`src/sv/quaternion_to_euler_angles_assert.svh`:
```
`ifndef QUATERNION_TO_EULER_ANGLES_ASSERT_SVH
`define QUATERNION_TO_EULER_ANGLES_ASSERT_SVH

// same-cycle implication, clocked on clk, off while in reset
`define QTE_ASSERT_IMP(lbl, ante, cons) \
	lbl: assert property (@(posedge clk) disable iff (!arst_n) (ante) |-> (cons)) \
		else $error("qte assertion failed");

// next-cycle implication
`define QTE_ASSERT_NEXT(lbl, ante, cons) \
	lbl: assert property (@(posedge clk) disable iff (!arst_n) (ante) |=> (cons)) \
		else $error("qte assertion failed");

`endif

```
`src/sv/qte_pkg.sv`:
```
`timescale 1ns / 1ps
package qte_pkg;
	localparam int ANGLE_ITERATIONS = 16;
	localparam int FIFO_DEPTH = 4;
	localparam int FIFO_AW = $clog2(FIFO_DEPTH);
	localparam int FIFO_CW = FIFO_AW + 1;
	localparam int SQRT_STEPS = 29;
	localparam int CORDIC_LAT = ANGLE_ITERATIONS + 2;
	localparam int CW = 34;

	localparam logic [14:0] THRESH_RESET = 15'd16382;
	localparam logic signed [31:0] HALF_Q28 = 32'sd134217728;
	localparam logic signed [33:0] ONE_Q28 = 34'sd268435456;
	localparam logic signed [CW-1:0] PI_Q29 = 34'sd1686629713;
	localparam logic signed [18:0] PI_Q13 = 19'sd25736;
	localparam logic signed [15:0] HALF_PI_Q13 = 16'sd12868;

	typedef struct packed {
		logic signed [29:0] sp;
		logic               lock;
		logic signed [32:0] hy;
		logic signed [32:0] hx;
		logic signed [32:0] by;
		logic signed [32:0] bx;
	} item_t;

	function automatic logic [CW-1:0] atan_q29(input int i);
		logic [CW-1:0] r;
		case (i)
			0: r = 34'd421657428;
			1: r = 34'd248918915;
			2: r = 34'd131521918;
			3: r = 34'd66762579;
			4: r = 34'd33510843;
			5: r = 34'd16771758;
			6: r = 34'd8387925;
			7: r = 34'd4194219;
			8: r = 34'd2097141;
			9: r = 34'd1048575;
			default: r = (i < 30) ? (34'd1 << (29 - i)) : 34'd0;
		endcase
		return r;
	endfunction
endpackage

```
`src/sv/qte_fifo.sv`:
```
`timescale 1ns / 1ps
module qte_fifo import qte_pkg::*; (
	input  logic               clk,
	input  logic               arst_n,
	input  logic               push,
	input  item_t              push_data,
	output logic               pop_valid,
	output item_t              pop_data,
	output logic [FIFO_CW-1:0] count
);
	item_t mem [FIFO_DEPTH];
	logic [FIFO_AW-1:0] wr_ptr_q, rd_ptr_q;
	logic [FIFO_CW-1:0] count_q;
	logic rd_valid_q;
	item_t rd_data_q;
	logic pop;

	// the back end never stalls, so drain whenever anything is queued
	assign pop = (count_q != '0);

	always_ff @(posedge clk or negedge arst_n) begin
		if (!arst_n) begin
			wr_ptr_q <= '0;
			rd_ptr_q <= '0;
			count_q <= '0;
			rd_valid_q <= 1'b0;
		end else begin
			if (push) wr_ptr_q <= wr_ptr_q + 1'b1;
			if (pop) rd_ptr_q <= rd_ptr_q + 1'b1;
			count_q <= count_q + FIFO_CW'(push) - FIFO_CW'(pop);
			rd_valid_q <= pop;
		end
	end

	always_ff @(posedge clk) begin
		if (push) mem[wr_ptr_q] <= push_data;
		if (pop) rd_data_q <= mem[rd_ptr_q];
	end

	assign pop_valid = rd_valid_q;
	assign pop_data = rd_data_q;
	assign count = count_q;
endmodule

```
`config.mk`:
```
export PLATFORM = sky130hd
export DESIGN_NAME = qte_fifo
export DESIGN_NICKNAME = d
export VERILOG_FILES = /design/src/sv/quaternion_to_euler_angles_assert.svh /design/src/sv/qte_pkg.sv /design/src/sv/qte_fifo.sv
export SDC_FILE = /design/constraint.sdc
export NUM_CORES = 1
export LEC_CHECK = 0
export BUFFER_PORTS_ARGS = -buffer_cell sky130_fd_sc_hd__buf_2
export CORE_ASPECT_RATIO = 1.4
export CORE_UTILIZATION = 28
export DETAILED_ROUTE_END_ITERATION = 10
export GPL_TIMING_DRIVEN = 0
export HOLD_SLACK_MARGIN = 0.02
export SETUP_SLACK_MARGIN = 0.5
export SLEW_MARGIN = 40
export SYNTH_ARGS = -nofsm -noshare
export SYNTH_HDL_FRONTEND = slang
export SYNTH_SLANG_ARGS = --single-unit
```
`constraint.sdc`:
```
create_clock -name clk -period 6.5 [get_ports clk]
set_input_delay 1.3 -clock clk [delete_from_list [all_inputs] [get_ports clk]]
set_output_delay 1.3 -clock clk [all_outputs]
set_load 0.05 [all_outputs]
```
==> results of run 1 <==
layout by cell type, fill, tap and decap left out:
cell | Yosys | routed
edfxtp_1 | 815 | 815
buf_2 | 16 | 348
mux4_2 | 163 | 163
clkbuf_16 | 0 | 85
buf_12 | 11 | 40
clkbuf_1 | 2 | 14
clkinv_1 | 0 | 14
clkinv_2 | 0 | 14
bufinv_16 | 0 | 8
dfrtp_1 | 8 | 8
buf_6 | 7 | 7
diode_2 | 0 | 6
inv_1 | 6 | 6
ha_1 | 6 | 6
inv_6 | 0 | 5
and2_4 | 0 | 4
clkinv_4 | 0 | 4
xnor2_1 | 3 | 3
clkinvlp_4 | 0 | 3
xor2_1 | 2 | 2
clkbuf_2 | 0 | 1
buf_4 | 1 | 1
or3_4 | 0 | 1
nand2_1 | 1 | 1
o21ai_0 | 1 | 1
o31ai_1 | 1 | 1
fa_1 | 1 | 1
clkinv_8 | 0 | 1
buf_16 | 0 | 1
metrics by stage:
step,power (mW),setup slack (ns),hold slack [ns],cell area [µm²]
after floorplan,12.3,0.716,0.494,28900
after global placement,14.1,-2.92,0.510,32300
after detailed placement,14.1,3.60,0.530,32900
after CTS,18.8,3.75,0.437,35600
after global routing,19.2,3.75,0.469,35600
final,18.5,3.83,0.520,35600
where the power goes:
| part | leakage [nW] | switching [mW] | internal [mW] |
|---|---|---|---|
| logic | 2.95 | 4.02 | 1.91 |
| clock network | 1.30 | 1.97 | 2.71 |
| registers | 7.77 | 0.318 | 7.54 |
| total | 12.0 | 6.30 | 12.2 |
per-layer routing:
layer / track usage [%] / up-vias / part of all wire (%)
met5: 0 / - / 0.25
met2: 20.8 / 352 / 52
li1: - / 5438 / -
met3: 4.08 / 130 / 8.0
met4: 4.74 / 24 / 2.9
met1: 13.1 / 6557 / 36
cell type report:
type | count | area [µm²] | area share, %
Clock buffer | 98 | 2180 | 6.12
Antenna cell | 6 | 15.0 | 0.0422
Timing Repair Buffer | 362 | 2270 | 6.38
Buffer | 37 | 395 | 1.11
Inverter | 6 | 22.5 | 0.0633
Clock inverter | 49 | 480 | 1.35
Tap cell | 1339 | 1680 | 4.71
Sequential cell | 823 | 24700 | 69.3
Multi-Input combinational cell | 183 | 3870 | 10.9
path summary, 6_finish.rpt:
path                                                end               startpoint  depth (start not counted)
worst max-delay path                           count[2]       count[2]$_DFF_PN0_                          1
worst min-delay path                 count[2]$_DFF_PN0_                   arst_n                          1
worst min register to register  wr_ptr_q[0]$_DFFE_PN0P_  wr_ptr_q[0]$_DFFE_PN0P_                          1
min in group clk                wr_ptr_q[0]$_DFFE_PN0P_  wr_ptr_q[0]$_DFFE_PN0P_                          1
worst max register to register       count[2]$_DFF_PN0_       count[1]$_DFF_PN0_                          7
max in group asynchronous            count[1]$_DFF_PN0_                   arst_n                          1
worst reg2reg max path: stages (launching register included):
cell and delay, ns:
dfrtp_1 0.41, or3_4 0.51, ha_1 0.31, inv_1 0.04
ha_1 0.19, fa_1 0.41, xnor2_1 0.18, xnor2_1 0.14
kinds of logic after synthesis:
kind of cell             after synthesis  share of synthesized area, %
AO/OA/AOI/OAI                          2                        0.0432
XOR/XNOR                               5                         0.151
adder cells (fa/ha/maj)                7                         0.328
buffers and inverters                 43                          1.44
flip-flops                           823                          85.2
multiplexers                         163                          12.7
AND/OR/NAND/NOR                        6                         0.121
registers in the layout, summed over array words and instances, names as in the netlist:
| signal | flops |
|---|---|
| wr_ptr_q | 2 |
| pop_valid | 1 |
| pop_data | 163 |
| mem | 652 |
| rd_ptr_q | 2 |
| count | 3 |
==> results.yml, run 1 <==
outcome:
  outcome: "completed"
drt:
  wl_um: 62300
  ant_nets: 0
  drt_pre_antenna_iters: 4
  drtIter0Drc: 604
  wl_per_cell_um: 21.5
  drt_drc_violations_left: 0
  avgViaCountPerCell: 4.31
  via_count: 12500
floorplanning:
  die_area_um2: 105000
  initial_core_util_pct: 28.3
  fp.dieH_um: 382
  core_area_um2: 102000
  fp.dieW_um: 274
  num_rows: 139
  ioPinCount: 333
setup_path:
  crit_family: "flip-flops"
  cp_max_fo: 4
  crit_arrival_ns: 1.37
  path_class: "reg2out"
  slowest_delay_ns: 0.42
  slowest_stage: "dfrtp_1"
  cp-start-kind: "flop"
  path_buf_inv: 1
  r2r_slack_ns: 4.25
  critPathCaptureType: "output port"
  crit_chain: "buf_2"
  cp_data_required_time_ns: 5.20
finish:
  final_core_util_pct: 34.7
  area_growth_syn_to_layout_pct: 22.9
  final_cells: 2903
  layout-drive-gt1-share_pct: 44.0
  fillCellCount: 9433
  nets: 1667
global_route:
  grt.overflow.total: 0
  grt_start_max_net_pins: 34
  grt_pass1_vias: 13800
  antenna_found_initial: 21
  grt_pass1_wl_um: 90200
  grtUsageTotal_pct: 11.9
clocking:
  clock_sinks: 823
  cts_buffers: 81
  cts_htree_levels: 3
  cts_tree: "done"
  cts-root-buf: "clkbuf_16"
  clkTransAtPathRegs_ns: 0.06
  ctsResizeCount: 0
  cts_hold_buffers: 0
  cts_buffer_depth: 3
  clk_latency_ns: 0.64
  post_cts_buffers: 0
sta:
  finalSetupViolCount: 0
  period_minus_slack_ns: 2.67
  skew_ns: 0.0190
  slew_headroom_pct: 47.4
  tightestPinTransition_ns: 0.789
  post-route-period-util_pct: 41.1
  clock.fmax_mhz: 375
  rsz0062_at_grt: "no"
  final.setup.tns_ns: 0
  slew_viol_final: 0
  hold_viol_final: 0
run:
  drv_cap: 0
synth:
  syn_area_per_cell_um2: 27.6
  synth_ff_type: "edfxtp_1"
  yosys.area.top_type: "edfxtp_1"
  synth-edff-count: 815
  synthCells: 1049
  synth_nets: 1222
  synth.most_common_cell: "edfxtp_1"
  synth_top_area_share_pct: 84.5
  ys_async_sr_fraction_pct: 0.972
  yosysSeqAreaShare_pct: 85.2
  synth_area_um2: 28900
  yosys-top-cells-count: "edfxtp_1, mux4_2, buf_2, buf_12, dfrtp_1"
  yosysWarnings: 0
  synth_seq_cells: 823
  synth_area_leaders: "edfxtp_1, mux4_2, buf_12"
  ys_types: 18
power_and_ir_drop:
  leakagePower_nw: 12.0
  max-vdd-ir-drop_v: 0.000315
  powerDensity_nw_per_um2: 519
placement:
  place.port_buffers: 332
  place_inst: 2750
  dpl.hpwl_um: 42200
  gp_congestion: 0.699
hold_path:
  min_path_type: "in2async"
Power figures use the tool's default switching activity.
==> run 2, diff against run 1 <==
--- a/config.mk
+++ b/config.mk
@@ -5,6 +5,7 @@
 export SDC_FILE = /design/constraint.sdc
 export NUM_CORES = 1
 export LEC_CHECK = 0
+export ABC_AREA = 1
 export BUFFER_PORTS_ARGS = -buffer_cell sky130_fd_sc_hd__buf_2
 export CORE_ASPECT_RATIO = 1.4
 export CORE_UTILIZATION = 28
==> constraint.sdc (replaced) <==
create_clock -name clk -period 2.6 [get_ports clk]
set_input_delay 0.52 -clock clk [delete_from_list [all_inputs] [get_ports clk]]
set_output_delay 0.52 -clock clk [all_outputs]
set_load 0.05 [all_outputs]
==> results.yml, run 2 <==
synth:
  synthCells: 2771
  muxShareOfSynthArea_pct: 0
  synth.most_common_cell: "nand2_1"
  syn_area_per_cell_um2: 11.9
  synth_compound_area_share_pct: 0.0152
  synth_top_area_share_pct: 74.4
  synth_ff_type: "edfxtp_1"
  synth_nets: 2944
  synth_area_leaders: "edfxtp_1, nand2_1, inv_1"
  yosysSeqAreaShare_pct: 75.0
  ys_types: 16
  ys_async_sr_fraction_pct: 0.972
  synth_seq_cells: 823
  yosys.area.top_type: "edfxtp_1"
  synth_area_um2: 32900
  yosys-top-cells-count: "nand2_1, edfxtp_1, inv_1, nand3_1, buf_2"
  synth_fa_ha_area_share_pct: 0.289
  yosysWarnings: 0
  synth_top_family_by_area: "simple AND/OR/NAND/NOR gates"
  synthSimpleGateAreaFrac_pct: 14.5
  synth_xor_area_share_pct: 0.0266
  synth-edff-count: 815
setup_path:
  crit_family: "buffers and inverters"
  cp_data_required_time_ns: 3.00
  critPathCaptureType: "flop"
  cp_max_fo: 19
  cp-start-kind: "flop"
  slowest_stage: "dfrtp_1"
  cp-startpoint: "wr_ptr_q[0]$_DFFE_PN0P_"
  path_buf_inv: 6
  crit_chain: "buf_6 -> buf_4 -> ha_1 -> nand2_4 -> clkinvlp_4 -> buf_16 -> buf_16 -> buf_16"
  crit_arrival_ns: 2.45
  worst_r2r_startpoint: "wr_ptr_q[0]$_DFFE_PN0P_"
  worst_path_most_repeated_cell: "buf_16"
  path_class: "reg2reg"
  slowest_delay_ns: 0.39
finish:
  layout_commonest_cell: "nand2_1"
  layout-drive-gt1-share_pct: 19.3
  final_cell_mix: "nand2_1, edfxtp_1, inv_1, buf_2, nand3_1"
  top_register: "mem"
  largest_reg_flops: 652
  nets: 3520
  area_growth_syn_to_layout_pct: 26.4
  fillCellCount: 11100
clocking:
  clock_sinks: 823
  cts_buffer_depth: 3
  cts_tree: "done"
  clk_latency_ns: 0.67
  clkTransAtPathRegs_ns: 0.06
  cts-root-buf: "clkbuf_16"
  cts_buffers: 83
  cts_htree_levels: 3
drt:
  wl_per_cell_um: 17.4
  ant_nets: 0
  drt_pre_antenna_iters: 5
  drt_drc_violations_left: 0
  drtIter0Drc: 995
  via_count: 20200
  wl_um: 85900
  avgViaCountPerCell: 4.10
sta:
  slew_headroom_pct: 63.1
  slew_viol_final: 0
  hold-worst-slack_ns: 0.0815
  period_minus_slack_ns: 2.05
  finalSetupViolCount: 0
  skew_ns: 0.0235
  tightestPinTransition_ns: 0.553
  hold_viol_final: 0
  rsz0062_at_grt: "no"
  clock.fmax_mhz: 487
  post-route-period-util_pct: 79.0
placement:
  dpl.hpwl_um: 58100
  place.port_buffers: 332
  gp_congestion: 0.742
power_and_ir_drop:
  max-vdd-ir-drop_v: 0.00101
  leakagePower_nw: 18.4
  power.total_mw: 52.0
  powerDensity_nw_per_um2: 1250
global_route:
  grt_pass1_wl_um: 126000
  grt_start_max_net_pins: 59
  grtUsageTotal_pct: 14.4
  grt_pass1_vias: 20000
  antenna_found_initial: 23
  grt.overflow.total: 0
outcome:
  outcome: "completed"
floorplanning:
  die_area_um2: 119000
  fp.dieW_um: 292
  initial_core_util_pct: 28.3
  fp.dieH_um: 407
  core_area_um2: 116000
  ioPinCount: 333
  num_rows: 148
run:
  drv_cap: 0
hold_path:
  min_path_type: "in2reg"
  hold_path_startpoint: "push_data[68]"
[run 2: cell types whose count changed after synthesis, moves of 11 or more]
cell | previous run | this run
buf_4 | 1 | 16
nand2_1 | 1 | 833
mux4_2 | 163 | 0
inv_1 | 6 | 665
buf_6 | 7 | 36
buf_2 | 16 | 55
nand3_1 | 0 | 329
buf_12 | 11 | 0
[run 2: metal layers]
metal	GRT usage, %	share of wire, %
met5	0	0.16
met4	5.72	3.2
met3	3.95	7.4
met2	24.9	49
met1	16.9	40
[run 2: what timing repair did]
| action | 4_1_cts | 5_1_grt |
|---|---|---|
| setup endpoints to repair | 219 | 49 |
| buffers inserted | 17 | 12 |
| pin swaps | 2 | 0 |
| gates resized for setup | 2 | 4 |
| gates cloned | 3 | 0 |
| hold buffers | 85 | 0 |
| endpoints found under the hold margin | 307 | 0 |
[run 2: cell type report]
| type | instances | area (µm²) | share of cell area (%) |
|---|---|---|---|
| flip-flops and latches | 823 | 24700 | 59.4 |
| multi-input cells | 1173 | 4980 | 12.0 |
| repair buffers | 490 | 3860 | 9.30 |
| inverters | 666 | 2520 | 6.06 |
| clock buffers | 96 | 2170 | 5.22 |
| well taps | 1500 | 1880 | 4.52 |
| plain buffers | 110 | 845 | 2.03 |
| clock inverters | 52 | 604 | 1.45 |
| diodes | 13 | 32.5 | 0.0783 |
[run 2: worst register-to-register path: stages (launching register included)]
cell,delay [ns]
dfrtp_1,0.39
buf_6,0.12
buf_4,0.13
ha_1,0.22
nand2_4,0.08
clkinvlp_4,0.21
buf_16,0.24
buf_16,0.20
buf_16,0.20
[run 2: where the power goes]
| group | internal (mW) | total (mW) | switching [mW] | leakage, nW |
|---|---|---|---|---|
| combinational | 5.35 | 19.9 | 14.6 | 9.28 |
| clock | 7.27 | 12.3 | 5.05 | 1.35 |
| sequential | 19.0 | 19.7 | 0.784 | 7.78 |
| total | 31.6 | 52.0 | 20.4 | 18.4 |
[run 2: worst paths after layout]
check | slack, ns | cells after the start | end
worst max-delay path | 0.55 | 8 | mem[1][115]$_DFFE_PP_
worst min-delay path | 0.08 | 1 | mem[1][68]$_DFFE_PP_
worst max register to register | 0.55 | 8 | mem[1][115]$_DFFE_PP_
worst min register to register | 0.56 | 2 | count[2]$_DFF_PN0_
max in group asynchronous | 2.14 | 2 | count[1]$_DFF_PN0_
min in group asynchronous | 0.26 | 2 | pop_valid$_DFF_PN0_
[run 2: metrics by stage]
| stage | cells | worst slack (ns) | TNS, ns | area [µm²] | util, % |
|---|---|---|---|---|---|
| global route | 4914 | 0.488 | 0 | 41500 | 35.7 |
| global placement | 4603 | -3.83 | -2440.12 | 36500 | 31.4 |
| detailed placement | 4645 | -0.0208 | -0.492 | 37600 | 32.3 |
| floorplan | 2771 | -0.926 | -603.22 | 33000 | - |
| finish | 4923 | 0.545 | 0 | 41600 | 35.7 |
| CTS | 4898 | 0.484 | 0 | 41400 | 35.6 |
[run 2: cells by family after synthesis]
logic type / count (synthesis)
buffers and inverters: 776
xor gates and xnor gates: 1
and+or+nand+nor: 1163
DFF: 823
adders and majority gates: 7
AOI/OAI and AO/OA: 1
==> run 3, diff against run 2 <==
==> constraint.sdc (replaced) <==
create_clock -name clk -period 1.83 [get_ports clk]
set_input_delay 0.366 -clock clk [delete_from_list [all_inputs] [get_ports clk]]
set_output_delay 0.366 -clock clk [all_outputs]
set_load 0.05 [all_outputs]
==> results.yml, run 3 (synthesis results as in run 2) <==
drt:
  drt_pre_antenna_iters: 5
  drtIter0Drc: 1144
  wl_um: 95400
  avgViaCountPerCell: 4.16
  via_count: 21300
  drt_drc_violations_left: 0
  ant_nets: 0
  wl_per_cell_um: 18.7
floorplanning:
  fp.dieH_um: 407
  core_area_um2: 116000
  ioPinCount: 333
  initial_core_util_pct: 28.3
  die_area_um2: 119000
  fp.dieW_um: 292
  num_rows: 148
clocking:
  cts-root-buf: "clkbuf_16"
  cts_buffer_depth: 3
  cts_tree: "done"
  cts_htree_levels: 3
  cts_buffers: 82
  clock_sinks: 823
  clkTransAtPathRegs_ns: 0.06
  clk_latency_ns: 0.66
sta:
  rsz0062_at_grt: "yes"
  slew_viol_final: 0
  skew_ns: 0.0188
  hold-worst-slack_ns: 0.100
  clock.fmax_mhz: 511
  post-route-period-util_pct: 107
  slew_headroom_pct: 58.6
  period_minus_slack_ns: 1.96
  finalSetupViolCount: 123
  hold_viol_final: 0
  setup_ws_ns: -0.127
  tightestPinTransition_ns: 0.621
setup_path:
  cp_data_required_time_ns: 2.24
  path_class: "reg2reg"
  cp-start-kind: "flop"
  rr_worst_depth: 10
  critPathCaptureType: "flop"
  cp_max_fo: 6
  crit_arrival_ns: 2.36
global_route:
  grt.overflow.total: 0
  grt_pass1_vias: 21300
  grt_start_max_net_pins: 54
  grt_pass1_wl_um: 137000
  antenna_found_initial: 13
  grtUsageTotal_pct: 15.7
outcome:
  violations: "setup timing"
  outcome: "finished with violations"
hold_path:
  min_path_type: "in2async"
power_and_ir_drop:
  powerDensity_nw_per_um2: 1740
  leakagePower_nw: 19.9
  power.total_mw: 78.3
  max-vdd-ir-drop_v: 0.00135
placement:
  gp_congestion: 0.741
  dpl.hpwl_um: 58200
  place.port_buffers: 332
finish:
  top_register: "mem"
  final_core_util_pct: 38.6
  largest_reg_flops: 652
  area_growth_syn_to_layout_pct: 36.5
  fillCellCount: 10800
  layout_commonest_cell: "edfxtp_1"
  final_cell_mix: "edfxtp_1, nand2_1, inv_1, buf_2, nand3_1"
  layout-drive-gt1-share_pct: 22.3
  nets: 3712
run:
  drv_cap: 0
==> run 3: metrics by stage <==
| stage | instances | setup TNS, ns | area (µm²) | setup slack, ns |
|---|---|---|---|---|
| CTS | 5063 | -8.82 | 43700 | -0.120 |
| global placement | 4603 | -2892.81 | 36500 | -4.41 |
| finish | 5108 | -5.74 | 44900 | -0.127 |
| floorplan | 2771 | -1078.13 | 33000 | -1.66 |
| detailed placement | 4646 | -108.78 | 37600 | -0.649 |
| global route | 5107 | -13.72 | 44900 | -0.196 |
==> run 3: timing repair <==
item | in CTS | in global routing
cloned | 31 | 14
pin swaps | 9 | 12
buffers inserted | 73 | 26
hold buffers | 164 | 1
hold endpoints to repair | 661 | 1
gates resized for setup | 69 | 160
setup endpoints to repair | 1119 | 1130
==> run 3: report_power, final <==
part | total, mW | internal, mW | switching (mW)
Sequential | 28.2 | 27.0 | 1.27
Combinational | 33.1 | 11.0 | 22.1
Clock | 16.9 | 9.68 | 7.25
Total | 78.3 | 47.6 | 30.7
==> run 3: per-layer routing <==
metal	track usage, %	wire, µm
met4	4.96	2410
met2	28.0	49000
met3	3.56	6000
met1	18.7	37800
met5	0	64
==> run 3: final timing paths <==
path	slack, ns	end	from
setup / recovery	-0.13	mem[1][92]$_DFFE_PP_	wr_ptr_q[1]$_DFFE_PN0P_
hold / removal	0.10	pop_valid$_DFF_PN0_	arst_n
setup reg to reg	-0.13	mem[1][92]$_DFFE_PP_	wr_ptr_q[1]$_DFFE_PN0P_
hold reg to reg	0.61	pop_data[42]$_DFFE_PN_	mem[1][42]$_DFFE_PP_
max in group asynchronous	1.52	count[1]$_DFF_PN0_	arst_n
min in group clk	0.22	wr_ptr_q[0]$_DFFE_PN0P_	push
==> run 3: critical path: stages, from the launching register on <==
cell and delay [ns]:
dfrtp_1 0.41, inv_2 0.09, ha_4 0.17, nand2_4 0.06, clkinvlp_4 0.10, clkbuf_16 0.16, buf_16 0.13, buf_16 0.14
buf_16 0.13, buf_16 0.14, buf_16 0.14
==> run 3: cell type report <==
cell class	instances	area, µm²	area share (%)
well taps	1500	1880	4.18
inverters	666	2530	5.64
multi-input cells	1173	5160	11.5
diodes	4	10.0	0.0223
repair buffers	683	6990	15.6
clock inverters	54	552	1.23
clock buffers	95	2100	4.68
plain buffers	110	995	2.22
flip-flops and latches	823	24700	55.0
